### config.mk
export PLATFORM = sky130hd
export DESIGN_NAME = ac_peak_period_meter_flat
export DESIGN_NICKNAME = d
export VERILOG_FILES = /design/src/rtl/appm_pkg.sv /design/src/rtl/appm_in_if.sv /design/src/rtl/appm_out_if.sv /design/src/rtl/appm_in_stage.sv /design/src/rtl/appm_seq.sv /design/src/rtl/ac_peak_period_meter.sv /design/src/flat_wrapper.sv
export SDC_FILE = /design/constraint.sdc
export NUM_CORES = 1
export LEC_CHECK = 0
export BUFFER_PORTS_ARGS = -buffer_cell sky130_fd_sc_hd__buf_4
export CAP_MARGIN = 10
export CORE_MARGIN = 5
export CORE_UTILIZATION = 62
export CTS_CLUSTER_DIAMETER = 30
export DETAILED_ROUTE_END_ITERATION = 8
export PLACE_DENSITY_LB_ADDON = 0.1
export SLEW_MARGIN = 5
export SYNTH_ARGS = -nofsm -noshare
export SYNTH_HDL_FRONTEND = slang
export SYNTH_SLANG_ARGS = --single-unit
### constraint.sdc
create_clock -name clk_i -period 18.8 [get_ports clk_i]
set_input_delay 1.88 -clock clk_i [delete_from_list [all_inputs] [get_ports clk_i]]
set_output_delay 1.88 -clock clk_i [all_outputs]
set_load 0.01 [all_outputs]
### src/rtl/appm_pkg.sv
// Package: shared constants and phase type for the AC peak and period meter.
package appm_pkg;

  localparam int SAMPLE_BITS_DEF = 14;
  localparam int COUNT_BITS_DEF  = 24;

  // Threshold reset codes
  localparam int CH1_THR_RST = 248;
  localparam int CH2_THR_RST = 99;

  // Configuration register indexes
  localparam int CFG_IDX_BITS = 1;
  localparam logic [CFG_IDX_BITS-1:0] CFG_CH1_THR = 1'b0;
  localparam logic [CFG_IDX_BITS-1:0] CFG_CH2_THR = 1'b1;

  typedef enum logic [2:0] {
    PH_BOTH_LOW   = 3'd0,
    PH_CH1_RISE   = 3'd1,
    PH_CH1_HUMP   = 3'd2,
    PH_CH1_VALLEY = 3'd3,
    PH_CH2_LOW    = 3'd4,
    PH_CH2_RISE   = 3'd5,
    PH_CH2_HUMP   = 3'd6,
    PH_CH2_VALLEY = 3'd7
  } phase_e;

endpackage

### src/rtl/appm_in_if.sv
// Interface: sample pair channel.
interface appm_in_if #(
  parameter int SAMPLE_BITS = appm_pkg::SAMPLE_BITS_DEF
) ();
  logic                   valid;
  logic                   ready;
  logic [SAMPLE_BITS-1:0] ch1_sample;
  logic [SAMPLE_BITS-1:0] ch2_sample;

  modport source (output valid, output ch1_sample, output ch2_sample, input ready);
  modport sink   (input valid, input ch1_sample, input ch2_sample, output ready);
endinterface

### src/rtl/appm_out_if.sv
// Interface: measurement result channel.
interface appm_out_if #(
  parameter int SAMPLE_BITS = appm_pkg::SAMPLE_BITS_DEF,
  parameter int COUNT_BITS  = appm_pkg::COUNT_BITS_DEF
) ();
  logic                   valid;
  logic                   ready;
  logic [COUNT_BITS:0]    ch1_period;
  logic [SAMPLE_BITS-1:0] ch1_peak;
  logic [COUNT_BITS-1:0]  ch2_period;
  logic [SAMPLE_BITS-1:0] ch2_peak;
  logic                   count_saturated;

  modport source (output valid, output ch1_period, output ch1_peak, output ch2_period,
                  output ch2_peak, output count_saturated, input ready);
  modport sink   (input valid, input ch1_period, input ch1_peak, input ch2_period,
                  input ch2_peak, input count_saturated, output ready);
endinterface

### src/rtl/appm_in_stage.sv
// Input register stage: holds one sample pair until the sequencer consumes it.
module appm_in_stage #(
  parameter int SAMPLE_BITS = appm_pkg::SAMPLE_BITS_DEF
) (
  input  logic                   clk_i,
  input  logic                   rst_ni,
  appm_in_if.sink                sample_i,
  input  logic                   advance_i,
  output logic                   valid_o,
  output logic [SAMPLE_BITS-1:0] s1_o,
  output logic [SAMPLE_BITS-1:0] s2_o
);

  logic                   valid_q;
  logic [SAMPLE_BITS-1:0] s1_q;
  logic [SAMPLE_BITS-1:0] s2_q;
  logic                   take;

  assign sample_i.ready = !valid_q || advance_i;
  assign take           = sample_i.valid && sample_i.ready;

  always_ff @(posedge clk_i or negedge rst_ni) begin
    if (!rst_ni) begin
      valid_q <= 1'b0;
    end else if (sample_i.ready) begin
      valid_q <= sample_i.valid;
    end
  end

  always_ff @(posedge clk_i) begin
    if (take) begin
      s1_q <= sample_i.ch1_sample;
      s2_q <= sample_i.ch2_sample;
    end
  end

  assign valid_o = valid_q;
  assign s1_o    = s1_q;
  assign s2_o    = s2_q;

endmodule

### src/rtl/appm_seq.sv
// Measurement sequencer: phase machine, peaks, tick counter and result register.
module appm_seq #(
  parameter int SAMPLE_BITS = appm_pkg::SAMPLE_BITS_DEF,
  parameter int COUNT_BITS  = appm_pkg::COUNT_BITS_DEF
) (
  input  logic                   clk_i,
  input  logic                   rst_ni,
  input  logic                   valid_i,
  input  logic [SAMPLE_BITS-1:0] s1_i,
  input  logic [SAMPLE_BITS-1:0] s2_i,
  input  logic [SAMPLE_BITS-1:0] ch1_thr_i,
  input  logic [SAMPLE_BITS-1:0] ch2_thr_i,
  output logic                   advance_o,
  appm_out_if.source             result_o
);

  localparam logic [COUNT_BITS-1:0] CNT_MAX = {COUNT_BITS{1'b1}};

  appm_pkg::phase_e       phase_q, phase_d;
  logic [SAMPLE_BITS-1:0] peak1_q, peak1_d;
  logic [SAMPLE_BITS-1:0] peak2_q, peak2_d;
  logic [COUNT_BITS-1:0]  cnt_q, cnt_d;
  logic [COUNT_BITS:0]    held_q, held_d;
  logic                   sat_q, sat_d;

  logic                   up1, up2;
  logic [COUNT_BITS-1:0]  cnt_inc;
  logic                   sat_inc;
  logic                   emit;

  logic                   res_valid_q;
  logic [COUNT_BITS:0]    res_period1_q;
  logic [SAMPLE_BITS-1:0] res_peak1_q;
  logic [COUNT_BITS-1:0]  res_period2_q;
  logic [SAMPLE_BITS-1:0] res_peak2_q;
  logic                   res_sat_q;

  assign up1 = s1_i > ch1_thr_i;
  assign up2 = s2_i > ch2_thr_i;

  // saturating tick count; the flag sets once the count sits at its maximum
  assign cnt_inc = (cnt_q == CNT_MAX) ? cnt_q : cnt_q + 1'b1;
  assign sat_inc = sat_q || (cnt_inc == CNT_MAX);

  assign emit      = valid_i && (phase_q == appm_pkg::PH_CH2_VALLEY) && up2;
  assign advance_o = valid_i && (!emit || !res_valid_q || result_o.ready);

  // next phase
  always_comb begin
    phase_d = phase_q;
    unique case (phase_q)
      appm_pkg::PH_BOTH_LOW:   if (!up1 && !up2) phase_d = appm_pkg::PH_CH1_RISE;
      appm_pkg::PH_CH1_RISE:   if (up1)  phase_d = appm_pkg::PH_CH1_HUMP;
      appm_pkg::PH_CH1_HUMP:   if (!up1) phase_d = appm_pkg::PH_CH1_VALLEY;
      appm_pkg::PH_CH1_VALLEY: if (up1)  phase_d = appm_pkg::PH_CH2_LOW;
      appm_pkg::PH_CH2_LOW:    if (!up2) phase_d = appm_pkg::PH_CH2_RISE;
      appm_pkg::PH_CH2_RISE:   if (up2)  phase_d = appm_pkg::PH_CH2_HUMP;
      appm_pkg::PH_CH2_HUMP:   if (!up2) phase_d = appm_pkg::PH_CH2_VALLEY;
      appm_pkg::PH_CH2_VALLEY: if (up2)  phase_d = appm_pkg::PH_BOTH_LOW;
      default:                 phase_d = appm_pkg::PH_BOTH_LOW;
    endcase
  end

  // datapath updates per phase
  always_comb begin
    peak1_d = peak1_q;
    peak2_d = peak2_q;
    cnt_d   = cnt_q;
    held_d  = held_q;
    sat_d   = sat_q;
    unique case (phase_q)
      appm_pkg::PH_BOTH_LOW: begin
        if (!up1 && !up2) begin
          peak1_d = '0;
          peak2_d = '0;
          cnt_d   = '0;
          sat_d   = 1'b0;
        end
      end
      appm_pkg::PH_CH1_RISE: begin
        if (up1) peak1_d = s1_i;
      end
      appm_pkg::PH_CH1_HUMP: begin
        if (!up1) begin
          cnt_d = '0;
        end else if (s1_i > peak1_q) begin
          peak1_d = s1_i;
        end
      end
      appm_pkg::PH_CH1_VALLEY: begin
        cnt_d = cnt_inc;
        sat_d = sat_inc;
        if (up1) held_d = {cnt_inc, 1'b0};
      end
      appm_pkg::PH_CH2_LOW: begin
      end
      appm_pkg::PH_CH2_RISE: begin
        if (up2) cnt_d = '0;
      end
      appm_pkg::PH_CH2_HUMP: begin
        cnt_d = cnt_inc;
        sat_d = sat_inc;
        if (up2 && (s2_i > peak2_q)) peak2_d = s2_i;
      end
      appm_pkg::PH_CH2_VALLEY: begin
        cnt_d = cnt_inc;
        sat_d = sat_inc;
      end
      default: begin
      end
    endcase
  end

  always_ff @(posedge clk_i or negedge rst_ni) begin
    if (!rst_ni) begin
      phase_q <= appm_pkg::PH_BOTH_LOW;
      peak1_q <= '0;
      peak2_q <= '0;
      cnt_q   <= '0;
      held_q  <= '0;
      sat_q   <= 1'b0;
    end else if (advance_o) begin
      phase_q <= phase_d;
      peak1_q <= peak1_d;
      peak2_q <= peak2_d;
      cnt_q   <= cnt_d;
      held_q  <= held_d;
      sat_q   <= sat_d;
    end
  end

  always_ff @(posedge clk_i or negedge rst_ni) begin
    if (!rst_ni) begin
      res_valid_q <= 1'b0;
    end else if (advance_o && emit) begin
      res_valid_q <= 1'b1;
    end else if (result_o.ready) begin
      res_valid_q <= 1'b0;
    end
  end

  always_ff @(posedge clk_i) begin
    if (advance_o && emit) begin
      res_period1_q <= held_q;
      res_peak1_q   <= peak1_q;
      res_period2_q <= cnt_inc;
      res_peak2_q   <= peak2_q;
      res_sat_q     <= sat_inc;
    end
  end

  assign result_o.valid           = res_valid_q;
  assign result_o.ch1_period      = res_period1_q;
  assign result_o.ch1_peak        = res_peak1_q;
  assign result_o.ch2_period      = res_period2_q;
  assign result_o.ch2_peak        = res_peak2_q;
  assign result_o.count_saturated = res_sat_q;

endmodule

### src/rtl/ac_peak_period_meter.sv
// Top level: AC peak and period meter with threshold registers.
//
//   port      dir   modport  word contents
//   sample_i  in    sink     ch1_sample, ch2_sample (one pair per tick)
//   result_o  out   source   ch1_period, ch1_peak, ch2_period, ch2_peak, count_saturated
//   cfg_*_i   in    -        threshold write: cfg_we_i, cfg_idx_i, cfg_data_i
//
// One sample pair per cycle while no result word is held untaken; the result of the word
// that closes a sequence passes the input register, then the result register.
// Throughput is set by the phase/count update, one sample per cycle.
// Reset clears phase, peaks, count and flag; thresholds return to 248 and 99.
// The input stage only stalls when a result word is held and not taken.
module ac_peak_period_meter #(
  parameter int SAMPLE_BITS = appm_pkg::SAMPLE_BITS_DEF,
  parameter int COUNT_BITS  = appm_pkg::COUNT_BITS_DEF
) (
  input  logic                             clk_i,
  input  logic                             rst_ni,
  appm_in_if.sink                          sample_i,
  appm_out_if.source                       result_o,
  input  logic                             cfg_we_i,
  input  logic [appm_pkg::CFG_IDX_BITS-1:0] cfg_idx_i,
  input  logic [SAMPLE_BITS-1:0]           cfg_data_i
);

  logic [SAMPLE_BITS-1:0] ch1_thr_q;
  logic [SAMPLE_BITS-1:0] ch2_thr_q;
  logic                   stage_valid;
  logic [SAMPLE_BITS-1:0] stage_s1;
  logic [SAMPLE_BITS-1:0] stage_s2;
  logic                   advance;

  always_ff @(posedge clk_i or negedge rst_ni) begin
    if (!rst_ni) begin
      ch1_thr_q <= SAMPLE_BITS'(appm_pkg::CH1_THR_RST);
      ch2_thr_q <= SAMPLE_BITS'(appm_pkg::CH2_THR_RST);
    end else if (cfg_we_i) begin
      unique case (cfg_idx_i)
        appm_pkg::CFG_CH1_THR: ch1_thr_q <= cfg_data_i;
        appm_pkg::CFG_CH2_THR: ch2_thr_q <= cfg_data_i;
        default: begin
        end
      endcase
    end
  end

  appm_in_stage #(
    .SAMPLE_BITS (SAMPLE_BITS)
  ) u_in_stage (
    .clk_i     (clk_i),
    .rst_ni    (rst_ni),
    .sample_i  (sample_i),
    .advance_i (advance),
    .valid_o   (stage_valid),
    .s1_o      (stage_s1),
    .s2_o      (stage_s2)
  );

  appm_seq #(
    .SAMPLE_BITS (SAMPLE_BITS),
    .COUNT_BITS  (COUNT_BITS)
  ) u_seq (
    .clk_i     (clk_i),
    .rst_ni    (rst_ni),
    .valid_i   (stage_valid),
    .s1_i      (stage_s1),
    .s2_i      (stage_s2),
    .ch1_thr_i (ch1_thr_q),
    .ch2_thr_i (ch2_thr_q),
    .advance_o (advance),
    .result_o  (result_o)
  );

endmodule

### src/flat_wrapper.sv
// flat-port wrapper written by rule: the top's interface ports become plain ports
module ac_peak_period_meter_flat 
#(
  parameter int SAMPLE_BITS = appm_pkg::SAMPLE_BITS_DEF,
  parameter int COUNT_BITS  = appm_pkg::COUNT_BITS_DEF
)
  (clk_i, rst_ni, cfg_we_i, cfg_idx_i, cfg_data_i, sample_i_valid, sample_i_ch1_sample, sample_i_ch2_sample, sample_i_ready, result_o_valid, result_o_ch1_period, result_o_ch1_peak, result_o_ch2_period, result_o_ch2_peak, result_o_count_saturated, result_o_ready);
  appm_in_if #(.SAMPLE_BITS(SAMPLE_BITS)) sample_i_i ();
  appm_out_if #(.SAMPLE_BITS(SAMPLE_BITS), .COUNT_BITS(COUNT_BITS)) result_o_i ();
  input  logic clk_i;
  input  logic rst_ni;
  input  logic cfg_we_i;
  input  logic [appm_pkg::CFG_IDX_BITS-1:0] cfg_idx_i;
  input  logic [SAMPLE_BITS-1:0] cfg_data_i;
  input wire logic [$bits(sample_i_i.valid)-1:0] sample_i_valid;
  input wire logic [$bits(sample_i_i.ch1_sample)-1:0] sample_i_ch1_sample;
  input wire logic [$bits(sample_i_i.ch2_sample)-1:0] sample_i_ch2_sample;
  output wire logic [$bits(sample_i_i.ready)-1:0] sample_i_ready;
  output wire logic [$bits(result_o_i.valid)-1:0] result_o_valid;
  output wire logic [$bits(result_o_i.ch1_period)-1:0] result_o_ch1_period;
  output wire logic [$bits(result_o_i.ch1_peak)-1:0] result_o_ch1_peak;
  output wire logic [$bits(result_o_i.ch2_period)-1:0] result_o_ch2_period;
  output wire logic [$bits(result_o_i.ch2_peak)-1:0] result_o_ch2_peak;
  output wire logic [$bits(result_o_i.count_saturated)-1:0] result_o_count_saturated;
  input wire logic [$bits(result_o_i.ready)-1:0] result_o_ready;
  assign sample_i_i.valid = sample_i_valid;
  assign sample_i_i.ch1_sample = sample_i_ch1_sample;
  assign sample_i_i.ch2_sample = sample_i_ch2_sample;
  assign sample_i_ready = sample_i_i.ready;
  assign result_o_valid = result_o_i.valid;
  assign result_o_ch1_period = result_o_i.ch1_period;
  assign result_o_ch1_peak = result_o_i.ch1_peak;
  assign result_o_ch2_period = result_o_i.ch2_period;
  assign result_o_ch2_peak = result_o_i.ch2_peak;
  assign result_o_count_saturated = result_o_i.count_saturated;
  assign result_o_i.ready = result_o_ready;
  ac_peak_period_meter #(.SAMPLE_BITS(SAMPLE_BITS), .COUNT_BITS(COUNT_BITS)) u_core (.clk_i(clk_i), .rst_ni(rst_ni), .sample_i(sample_i_i), .result_o(result_o_i), .cfg_we_i(cfg_we_i), .cfg_idx_i(cfg_idx_i), .cfg_data_i(cfg_data_i));
endmodule
==> flow_summary.yaml <==
critical_path:
  crit_buf_inv: 2
  reg2reg_depth: 10
  critPathKind: "register to output pin"
  path_max_fanout: 5
  crit_chain: "inv_1 > ha_1 > nand4_1 > or4_4 > nand2_1 > a21o_1 > nor2_1 > nand2_1 > buf_4"
  crit_arrival_ns: 2.82
  cp_slowest_cell: "or4_4"
  crit_required_ns: 16.92
  critPathMostFrequentCell: "nand2_1"
  r2r-start: "u_core.ch1_thr_q[7]"
  cp-end-kind: "output pin"
  cp-start-kind: "register"
  cpPeakStageDelay_ns: 0.60
  rrSetupSlack_ns: 14.86
  rr_endpoint: "u_core.u_seq.cnt_q[0]"
  critical_path.top_delay_family: "simple AND/OR/NAND/NOR gates"
pwr:
  peakVddDrop_v: 0.0000913
  powerDensity_nw_per_um2: 133
  leakagePower_nw: 5.40
yosys:
  syn_area_per_cell_um2: 11.8
  synthFlopType: "edfxtp_1"
  ys_top_cells_by_area: "edfxtp_1, dfrtp_1, ha_1"
  synth_top_area_share_pct: 32.0
  synth_edf_count: 105
  synth_top_family_by_area: "simple AND/OR/NAND/NOR gates"
  synth_compound_area_share_pct: 10.1
  ys_seq_elements: 215
  synth_area_leader_cell: "edfxtp_1"
  synthAdderAreaFrac_pct: 7.86
  netlist_instances: 837
  async_flop_share_pct: 51.2
  yosysSeqAreaShare_pct: 60.0
  synth_mux_area_share_pct: 4.46
  netlist_area_um2: 9870
  synth_cell_type_count: 56
  synth.net_count: 947
  synth-xor-area-share_pct: 1.78
  ys_warn_count: 0
  synthSimpleGateAreaFrac_pct: 11.1
clock_network:
  ctsLongestPathBuffers: 3
  cts-root-buf: "clkbuf_16"
  cts.sinks: 215
  cts_hold_buf: 0
  postCtsSetupBuffers: 0
  clk_pin_slew_ns: 0.05
  cts_resized: 0
  insertion_delay_ns: 0.51
  h-tree-depth: 2
  cts-buffers-inserted: 42
  cts_tree: "built"
global_routing:
  grt_max_degree: 78
  grt_pass1_vias: 7440
  grt_util_all_layers_pct: 24.7
  grt-ovfl-total: 0
  grt_first_pass_wirelength_mm: 36.4
  antenna_found_initial: 0
finish:
  multi_input_area_um2: 3510
  final_core_util_pct: 78.7
  seq_area_um2: 5920
  nFillCells: 998
  antenna_cells: 0
  final_cell_mix: "buf_4, edfxtp_1, dfrtp_1"
  drive_gt1_share_pct: 23.6
  layout_commonest_cell: "buf_4"
  area_delta_synth_final_pct: 25.8
  nets: 1085
route:
  num_vias: 7046
  routedWlPerCell_um: 18.2
  drc: 0
  ant_nets: 0
  viasPerCell: 5.75
  firstDrtPassIters: 4
  drt_wl_total_mm: 22.3
  first_iter_violations: 398
worst_hold_path:
  hp-class: "register to register"
  holdPathEnd: "u_core.u_seq.result_o.ch1_peak[12]"
  whs_path_depth: 0
  min_from: "u_core.u_seq.peak1_q[12]"
floorplan:
  start_util_pct: 62.6
  die_w_um: 136
  die_area_um2: 18500
  num_rows: 46
  core_um2: 15800
  io_pins: 128
  die_h_um: 136
place:
  port_buffers: 126
  gp_congestion: 0.907
  post-dp-hpwl_mm: 15.3
timing:
  rsz0062_at_grt: "no"
  fmax_mhz: 213
  finalSetupViolations: 0
  slew_violations: 0
  worst_pin_slew_ns: 1.23
  skew_ns: 0.0183
  period_minus_slack_ns: 4.70
  fin_tns_setup_ns: 0
  finalHoldViolCount: 0
  relSlewSlack_pct: 17.5
  fin_crit_sh_pct: 25.0
status:
  status: "complete, no violations"
run:
  maxCapViolCount: 0
per-stage QoR:
step | setup WS, ns | instance area (um2) | hold slack, ns | cells | total power [mW]
3_3_place_gp | 14.32 | 11000 | 0.430 | 1147 | 0.900
5_1_grt | 13.96 | 12400 | 0.445 | 1225 | 1.73
2_1_floorplan | 11.04 | 9870 | 0.421 | 837 | 0.821
4_1_cts | 14.10 | 12400 | 0.435 | 1225 | 1.66
6_report | 14.10 | 12400 | 0.436 | 1225 | 1.65
3_5_place_dp | 14.25 | 11000 | 0.432 | 1147 | 0.919
Yosys cell counts (11+ instances only):
library cell  count
o31ai_1          18
nand4_1          22
mux2i_1          17
a21o_1           14
nor3_1           11
ha_1             62
a21oi_1          28
o21ai_0          45
clkbuf_1         24
nand3_1          29
mux2_2           24
xnor2_1          16
inv_1            81
dfrtp_1         101
a22o_1           14
edfxtp_1        105
nand2_1          98
nor2_1           27
registers in the layout, indices dropped and copies added, names as in the netlist, 24 cells and up:
signal / flops
u_core.u_seq.cnt_q: 24
u_core.u_seq.held_q: 24
u_core.u_seq.result_o.ch1_period: 24
u_core.u_seq.result_o.ch2_period: 24
cells by family (layout without fill, tap and decap cells):
logic type,Yosys count,after routing
AOI/OAI and AO/OA,153,153
xor gates and xnor gates,20,20
adders and majority gates,62,62
buffers and inverters,118,290
DFF,215,215
muxes,41,41
other,1,1
and+or+nand+nor,227,227
final cells by class:
type / count / share of cell area [%]
flip-flops and latches: 215 / 47.7
inverters: 81 / 2.45
multi-input cells: 504 / 28.3
clock inverters: 31 / 2.83
well taps: 216 / 2.18
repair buffers: 131 / 7.92
clock buffers: 47 / 8.62
where the power goes:
group	internal [mW]	total, mW	switching, mW
clock network	0.495	0.735	0.240
logic	0.123	0.307	0.185
registers	0.566	0.610	0.0439
total	1.18	1.65	0.469
metal layers:
metal	wire length [um]	track usage, %	vias up	share of wire [%]
li1	-	-	3283	-
met1	8990	30.2	3491	40
met2	11700	44.1	223	52
met3	1090	4.59	49	4.9
met4	500	8.34	0	2.2
met5	0	0	-	0
worst max path at each step:
stage	startpoint	to	slack, ns	cells past startpoint
after floorplan	result_o_ready	u_core.u_seq.result_o.ch1_peak[0]	11.04	2
after global placement	result_o_ready	sample_i_ready	14.32	4
after detailed placement	result_o_ready	sample_i_ready	14.25	4
after CTS	u_core.ch2_thr_q[6]	sample_i_ready	14.10	9
after global routing	u_core.ch2_thr_q[6]	sample_i_ready	13.96	9
final	u_core.ch2_thr_q[6]	sample_i_ready	14.10	9
Note: power is estimated with default switching activity, not from simulation.
